[src/sv/arscm_pkg.sv]
`default_nettype none

package arscm_pkg;

  // Build-time defaults for the top-level parameters
  localparam int unsigned MAX_SIDE_DEF    = 256;
  localparam int unsigned STORE_DEPTH_DEF = 65536;
  localparam int unsigned SAMPLE_BITS_DEF = 32;

  localparam int unsigned SIZE_W = 9;
  localparam int unsigned META_W = 32;
  localparam int unsigned CFG_IDX_W = 3;
  localparam int unsigned GRAY_W = 8;
  localparam int unsigned ONE_Q16 = 65536;

  // Register indexes of the configuration port
  localparam logic [CFG_IDX_W-1:0] CFG_FIRST_AXIS  = 3'd0;
  localparam logic [CFG_IDX_W-1:0] CFG_SECOND_AXIS = 3'd1;
  localparam logic [CFG_IDX_W-1:0] CFG_TRANSPOSE   = 3'd2;
  localparam logic [CFG_IDX_W-1:0] CFG_META_LOW    = 3'd3;
  localparam logic [CFG_IDX_W-1:0] CFG_META_HIGH   = 3'd4;

  localparam logic CMD_LOAD = 1'b0;
  localparam logic CMD_READ = 1'b1;

  typedef struct packed {
    logic               cmd;
    logic signed [31:0] sample_value;
    logic               sample_invalid;
  } in_word_t;

  typedef struct packed {
    logic [7:0] gray_level;
    logic [7:0] red_out;
    logic [7:0] green_out;
    logic [7:0] blue_out;
    logic       last_pixel;
  } out_word_t;

  typedef enum logic [2:0] {
    ST_IDLE,
    ST_ADDR,
    ST_RANGE,
    ST_SETUP,
    ST_DIV,
    ST_COLOR
  } arscm_state_e;

endpackage

`default_nettype wire

[src/sv/arscm_div.sv]
`default_nettype none

// Restoring divider, one quotient bit per cycle; the quotient must fit in 8 bits.
module arscm_div import arscm_pkg::*; #(
  parameter int unsigned NW = 44
) (
  input  wire logic              clk_i,
  input  wire logic              rst_ni,
  input  wire logic              start_i,
  input  wire logic [NW-1:0]     num_i,
  input  wire logic [NW-9:0]     den_i,
  output logic                   done_o,
  output logic [GRAY_W-1:0]      quo_o
);

  logic [NW-1:0]     rem_q, rem_d;
  logic [NW-1:0]     dsh_q, dsh_d;
  logic [GRAY_W-1:0] quo_q, quo_d;
  logic [2:0]        cnt_q, cnt_d;
  logic              busy_q, busy_d;
  logic              done_q, done_d;
  logic              fits;

  always_comb begin
    rem_d  = rem_q;
    dsh_d  = dsh_q;
    quo_d  = quo_q;
    cnt_d  = cnt_q;
    busy_d = busy_q;
    done_d = 1'b0;
    fits   = rem_q >= dsh_q;
    if (start_i) begin
      rem_d  = num_i;
      dsh_d  = {den_i, 8'b0} >> 1;
      quo_d  = '0;
      cnt_d  = 3'd7;
      busy_d = 1'b1;
    end else if (busy_q) begin
      if (fits) begin
        rem_d = rem_q - dsh_q;
      end
      quo_d = {quo_q[GRAY_W-2:0], fits};
      dsh_d = dsh_q >> 1;
      cnt_d = cnt_q - 3'd1;
      if (cnt_q == 3'd0) begin
        busy_d = 1'b0;
        done_d = 1'b1;
      end
    end
  end

  always_ff @(posedge clk_i or negedge rst_ni) begin
    if (!rst_ni) begin
      busy_q <= 1'b0;
      done_q <= 1'b0;
      cnt_q  <= '0;
    end else begin
      busy_q <= busy_d;
      done_q <= done_d;
      cnt_q  <= cnt_d;
    end
  end

  always_ff @(posedge clk_i) begin
    rem_q <= rem_d;
    dsh_q <= dsh_d;
    quo_q <= quo_d;
  end

  assign done_o = done_q;
  assign quo_o  = quo_q;

endmodule

`default_nettype wire

[config.mk]
export PLATFORM = sky130hd
export DESIGN_NAME = arscm_div
export DESIGN_NICKNAME = d
export VERILOG_FILES = /design/src/sv/arscm_pkg.sv /design/src/sv/arscm_div.sv
export SDC_FILE = /design/constraint.sdc
export NUM_CORES = 1
export LEC_CHECK = 0
export ABC_CLOCK_PERIOD_IN_PS = 5500
export BUFFER_PORTS_ARGS = -buffer_cell sky130_fd_sc_hd__buf_4
export CAP_MARGIN = 20
export CORE_ASPECT_RATIO = 1.25
export CORE_MARGIN = 4
export CORE_UTILIZATION = 53
export CTS_CLUSTER_DIAMETER = 40
export CTS_CLUSTER_SIZE = 20
export DETAILED_ROUTE_END_ITERATION = 10
export PLACE_DENSITY_LB_ADDON = 0.3
export SLEW_MARGIN = 20
export SYNTH_ARGS = -nofsm -noshare
export SYNTH_HDL_FRONTEND = slang
export SYNTH_SLANG_ARGS = --single-unit
[constraint.sdc]
create_clock -name clk_i -period 5.5 [get_ports clk_i]
set_input_delay 0.825 -clock clk_i [delete_from_list [all_inputs] [get_ports clk_i]]
set_output_delay 0.825 -clock clk_i [all_outputs]
set_load 0.01 [all_outputs]
==> impl_metrics.yaml, run 1 <==
global_route:
  grt_usage_pct: 23.4
  antenna_found_initial: 0
  grt_pass1_vias: 6028
  overflow: 0
  grt_start_max_net_pins: 84
  grt_pass1_wl_mm: 27.7
sta:
  setup_viol: 0
  rsz0062_at_grt: "no"
  tightest_slew_ns: 0.950
  final-max-slew-violation-count: 0
  skew_ns: 0.00829
  period_share_pct: 68.3
  min_period_ns: 3.76
  fin_setup_tns_ns: 0
  holdWs_ns: 0.258
  maxSlewHeadroom_pct: 36.6
  fin_ws_ns: 1.74
  hold_violations: 0
  clock.fmax_ghz: 0.266
drt:
  viasPerCell: 5.92
  dr.pass1.iters: 6
  drc: 0
  wl_per_cell_um: 17.0
  ant_nets: 0
  drt_iter0_drc: 389
  vias: 5866
  routed_wl_mm: 16.8
floorplanning:
  core_area_um2: 12700
  num_rows: 46
  start_util_pct: 53.8
  fp.dieArea_um2: 14700
  die_height_um: 135
  io_pins: 92
  die_x_um: 109
setup_path:
  path_max_fanout: 44
  slowest_stage: "a221oi_1"
  path_cells: "inv_1, ha_1, inv_1, fa_1, a21oi_1, o221ai_1, a221oi_1, o221a_2, a21o_1, a21oi_1, o21ai_0, o21ai_4, buf_4"
  crit_path_end_kind: "flip-flop"
  regToRegStartpoint: "rem_q[0]"
  cp_top_family: "compound AO/OA/AOI/OAI gates"
  path_buf_inv: 3
  cpPeakStageDelay_ns: 0.50
  r2r-end: "rem_q[19]"
  crit_required_ns: 5.53
  critical_path_class: "flip-flop to flip-flop"
  r2r_setup_slack_ns: 1.74
  rr_worst_depth: 13
  crit_path_start_kind: "flip-flop"
  crit_arrival_ns: 3.79
final_layout:
  drive_above_1_share_pct: 15.6
  fillers: 1104
  nets: 947
  area_growth_pct: 15.7
  design_area_um2: 7880
  antennaDiodeCount: 0
yosys:
  synthTopCellsByArea: "edfxtp_1 35%, ha_1 8.3%, nand2_1 5.3%"
  ys_seq_area_share_pct: 41.5
  synth_cells: 754
  synth-edff-count: 80
  synthDistinctLibCells: 70
  mappedNetlistArea_um2: 6810
  synth-seq-cells: 100
  async_reset_ff_share_pct: 5.00
  avgSynthCellArea_um2: 9.03
  synthFlopType: "edfxtp_1"
  syn-num-nets: 883
  synth_area_leader_cell: "edfxtp_1"
  synth_top_area_share_pct: 35.3
  synth_warnings: 0
clock_tree:
  cts_hold_buf: 0
  cts_tree: "built"
  cts_resized: 0
  ctsHtreeMaxLevel: 3
  cts_sinks: 100
  clock_latency_ns: 0.35
  ctsRootBufferMaster: "clkbuf_16"
  cts_made_buffers: 9
  postCtsSetupBuffers: 0
  clockBufferDepth: 2
  clkTransAtPathRegs_ns: 0.07
job:
  cap_viol_max_count: 0
power:
  power_w: 0.00406
  power_density_nw_per_um2: 516
  ir_drop_mv: 0.221
  power_leakage_nw: 3.47
placed_design:
  port_buffers: 91
  place_ws_ns: 1.83
  dpl_cell_area_um2: 7570
  place_congestion: 0.953
  dp_hpwl_mm: 12.3
min_path:
  hold_path_class: "primary input to async pin"
run_status:
  status: "finished clean"
-- stage by stage --
step	cells	util [%]
floorplan	754	-
global placement	975	59.8
detailed placement	975	59.8
CTS	991	62.2
global route	991	62.2
finish	991	62.2
-- Yosys cell counts, types with 2 or more instances --
master / number
a22o_1: 20
o21ai_0: 61
dfxtp_1: 15
o21bai_1: 13
a21oi_1: 59
xnor2_1: 22
or2_2: 3
or3_1: 2
clkbuf_1: 30
o22ai_1: 3
nand2_1: 97
o221ai_1: 2
inv_1: 66
o221a_2: 2
nor4_1: 3
ha_1: 45
xor2_1: 13
a211oi_1: 6
and3_1: 7
a31oi_1: 6
o21a_1: 7
edfxtp_1: 80
nand2b_1: 4
and2_1: 6
nor2_1: 45
o211ai_1: 5
nor3_1: 8
mux2_2: 2
o31ai_1: 18
a21o_1: 14
buf_1: 5
nand4_1: 14
a221oi_1: 2
mux2i_1: 15
buf_2: 6
dfrtp_1: 5
nand3_1: 10
-- cell usage in the layout, fill, tap and decap left out, types with 3 or more instances in the layout --
master and count:
a211oi_1 6, a21o_1 14, a21oi_1 59, a22o_1 20
a31oi_1 6, and2_1 6, and3_1 7, buf_4 95
clkbuf_16 10, dfrtp_1 5, dfxtp_1 15, edfxtp_1 80
ha_1 45, inv_1 66, mux2i_1 15, nand2_1 97
nand2b_1 4, nand3_1 10, nand4_1 14, nor2_1 44
nor3_1 8, nor4_1 3, o211ai_1 5, o21a_1 7
o21ai_0 60, o21bai_1 13, o22ai_1 3, o31ai_1 18
or2_2 3, xnor2_1 22, xor2_1 13
-- worst max path at each step --
stage	start	endpoint	slack, ns	cells past startpoint
CTS	rem_q[0]	rem_q[7]	1.77	13
floorplan	rem_q[21]	rem_q[0]	1.12	10
finish	rem_q[0]	rem_q[19]	1.74	13
global placement	rem_q[0]	rem_q[25]	1.98	13
detailed placement	rem_q[0]	rem_q[13]	1.83	13
global route	rem_q[0]	rem_q[7]	1.53	13
-- cell type report --
class / count / area (um^2) / area share, %
Tap cell: 168 / 210 / 2.67
Clock buffer: 10 / 250 / 3.18
Timing Repair Buffer: 95 / 713 / 9.06
Inverter: 66 / 248 / 3.15
Sequential cell: 100 / 2830 / 35.9
Multi-Input combinational cell: 546 / 3570 / 45.4
Clock inverter: 6 / 51.3 / 0.651
-- routing by layer --
layer  GRT usage [%]  part of all wire, %  up-vias
met5               0                    0        -
met2            40.6                   50      233
met3            3.87                  5.6       53
met4            10.3                  3.5        0
met1            28.2                   41     2721
li1                -                    -     2859
-- power breakdown --
part | switching, W | internal [W] | total, W
Clock | 0.000300 | 0.000343 | 0.000643
Sequential | 0.0000819 | 0.00110 | 0.00118
Combinational | 0.00134 | 0.000894 | 0.00224
-- cells by family after synthesis --
kind of cell | synth area share (%)
flops | 41.5
fa+ha+maj | 8.56
xor+xnor | 4.50
simple gates | 14.3
compound gates | 22.4
mux | 2.54
buf+inv | 6.17
-- state kept, by name (all words and copies together), names as in the netlist --
name / flops
rem_q: 44
dsh_q: 43
quo_o: 8
cnt_q: 3
busy_q: 1
done_o: 1
(Power assumes the default switching activity.)
==> run 2, diff against run 1 <==
ABC_CLOCK_PERIOD_IN_PS = 3600   (was 5500)
CORE_UTILIZATION = 59   (was 53)
clock period = 3.6 ns   (was 5.5 ns; I/O delays follow)
==> run 2 against run 1 <==
Global-route usage rose by 1.4 points. Via count fell by 1.4%. Final cell count fell by 2.8%. Largest cell class unchanged.
==> impl_metrics.yaml, run 2 (synthesis gave the netlist of run 1 again) <==
run_status:
  status: "finished clean"
sta:
  hold_violations: 0
  clock.fmax_ghz: 0.309
  setup_viol: 0
  fin_setup_tns_ns: 0
  maxSlewHeadroom_pct: 52.2
  fin_ws_ns: 0.363
  rsz0062_at_grt: "no"
  min_period_ns: 3.24
  period_share_pct: 89.9
  skew_ns: 0.0103
  final-max-slew-violation-count: 0
  tightest_slew_ns: 0.716
placed_design:
  place_ws_ns: 0.280
  dp_hpwl_mm: 12.3
  port_buffers: 91
  place_congestion: 0.946
floorplanning:
  die_x_um: 104
  die_height_um: 128
  fp.dieArea_um2: 13300
  num_rows: 43
  core_area_um2: 11200
  start_util_pct: 60.8
  io_pins: 92
setup_path:
  crit_arrival_ns: 3.30
  regToRegStartpoint: "rem_q[0]"
  crit_start: "rem_q[0]"
  r2r_setup_slack_ns: 0.36
  crit_path_start_kind: "flip-flop"
  path_buf_inv: 4
  path_cells: "inv_1, ha_1, inv_1, fa_1, a21oi_1, o221ai_1, a221oi_1, buf_4, o221a_2, a21o_1, a21oi_1, o21ai_1, o21ai_4, buf_4"
  path_max_fanout: 24
  cp_top_family: "compound AO/OA/AOI/OAI gates"
  r2r-end: "rem_q[16]"
  slowest_stage: "fa_1"
  crit_path_end_kind: "flip-flop"
  cpPeakStageDelay_ns: 0.40
  rr_worst_depth: 14
  crit_required_ns: 3.66
  crit_end: "rem_q[16]"
  cp.depth: 14
  critical_path_class: "flip-flop to flip-flop"
global_route:
  grt_use_met1_pct: 31.3
  overflow: 0
  busiest_layer: "met2"
  use_met2_pct: 45.5
  grt_use_met3_pct: 3.27
  grt_pass1_wl_mm: 27.2
  grt_usage_pct: 24.8
  grt_start_max_net_pins: 56
  antenna_found_initial: 0
  grt_pass1_vias: 5659
final_layout:
  seq_area_um2: 2830
  largest_reg_flops: 44
  drive_above_1_share_pct: 15.7
  area_growth_pct: 15.7
  layout_common_cells: "99 x buf_4, 97 x nand2_1, 80 x edfxtp_1"
  final_common_cell: "buf_4"
  multi_input_area_um2: 3570
  nets: 952
  antennaDiodeCount: 0
  largest_register: "rem_q"
  fillers: 909
clock_tree:
  cts_sinks: 100
  ctsHtreeMaxLevel: 3
  cts_tree: "built"
  clockBufferDepth: 2
  clock_latency_ns: 0.34
  cts_made_buffers: 9
  clkTransAtPathRegs_ns: 0.07
  ctsRootBufferMaster: "clkbuf_16"
min_path:
  hold_depth: 3
  hold_path_class: "primary input to flip-flop"
power:
  seqPwrFrac_pct: 29.1
  combPwrFrac_pct: 54.9
  power_density_nw_per_um2: 789
  switching_share_pct: 41.8
  p_int_w: 0.00362
  power_w: 0.00622
  power_leakage_nw: 3.49
  power_switching_w: 0.00260
  clkPwrFrac_pct: 16.1
  ir_drop_mv: 0.406
drt:
  vias: 5785
  wl_per_cell_um: 17.1
  dr.pass1.iters: 5
  routed_wl_mm: 16.4
  ant_nets: 0
  viasPerCell: 6.01
  drt_iter0_drc: 317
  drc: 0
job:
  cap_viol_max_count: 0
==> run 2: changes by cell type in the layout (fill, tap and decap cells not counted) <==
cell,delta
buf_4,+4
inv_6,+2
inv_8,-2
clkbuf_1,+1
clkbuf_16,+1
clkinv_4,-1
dlygate4sd3_1,+1
inv_4,-1
nor2_1,+1
nor2_2,-1
o21ai_0,-1
o21ai_1,+1
==> run 2: power groups by stage <==
stage / combinational [W] / clock (W) / sequential, W
after floorplan: 0.00258 / 0 / 0.00179
after detailed placement: 0.00334 / 0 / 0.00183
final: 0.00341 / 0.000999 / 0.00181
after global routing: 0.00380 / 0.00106 / 0.00183
after global placement: 0.00330 / 0 / 0.00181
after CTS: 0.00338 / 0.00102 / 0.00181
==> run 2: worst min-delay path: cells and delay by family <==
| family | cells | cell delay (ns) |
|---|---|---|
| AOI/OAI and AO/OA | 1 | 0.05 |
| buffers and inverters | 1 | 0.07 |
| and+or+nand+nor | 1 | 0.04 |
==> run 2: final cells by class <==
| class | count | area share, % |
|---|---|---|
| multi-input cells | 546 | 45.3 |
| inverters | 66 | 3.14 |
| flip-flops and latches | 100 | 35.9 |
| clock buffers | 12 | 3.54 |
| clock inverters | 4 | 0.397 |
| repair buffers | 100 | 9.56 |
| well taps | 135 | 2.14 |
==> run 2: worst min path at each step <==
stage	from	end	slack, ns
finish	num_i[31]	rem_q[31]	0.47
global route	num_i[34]	rem_q[34]	0.48
CTS	num_i[31]	rem_q[31]	0.47
detailed placement	rst_ni	done_o	0.34
global placement	rst_ni	done_o	0.34
floorplan	rst_ni	busy_q	0.24
==> run 2: timing repair <==
| action | in CTS | in global routing |
|---|---|---|
| hold endpoints to repair | 5 | 0 |
| endpoints found under the setup margin | 0 | 24 |
| resized for setup | 0 | 1 |
| hold buffers | 1 | 0 |
| setup buffers | 0 | 0 |
==> run 2: routing by layer <==
layer	part of all wire (%)	up-vias	wire, um
met1	43	2717	7070
met2	51	170	8420
li1	-	2880	-
met5	0	-	0
met3	4.4	18	724
met4	1.3	0	214
==> run 2: per-stage QoR <==
| stage | std cells | util [%] | hold WS [ns] | area, um^2 |
|---|---|---|---|---|
| global placement | 946 | 67.6 | 0.342 | 7560 |
| CTS | 963 | 70.4 | 0.468 | 7880 |
| global route | 963 | 70.4 | 0.477 | 7880 |
| floorplan | 754 | - | 0.244 | 6810 |
| detailed placement | 946 | 67.6 | 0.343 | 7560 |
| finish | 963 | 70.4 | 0.472 | 7880 |
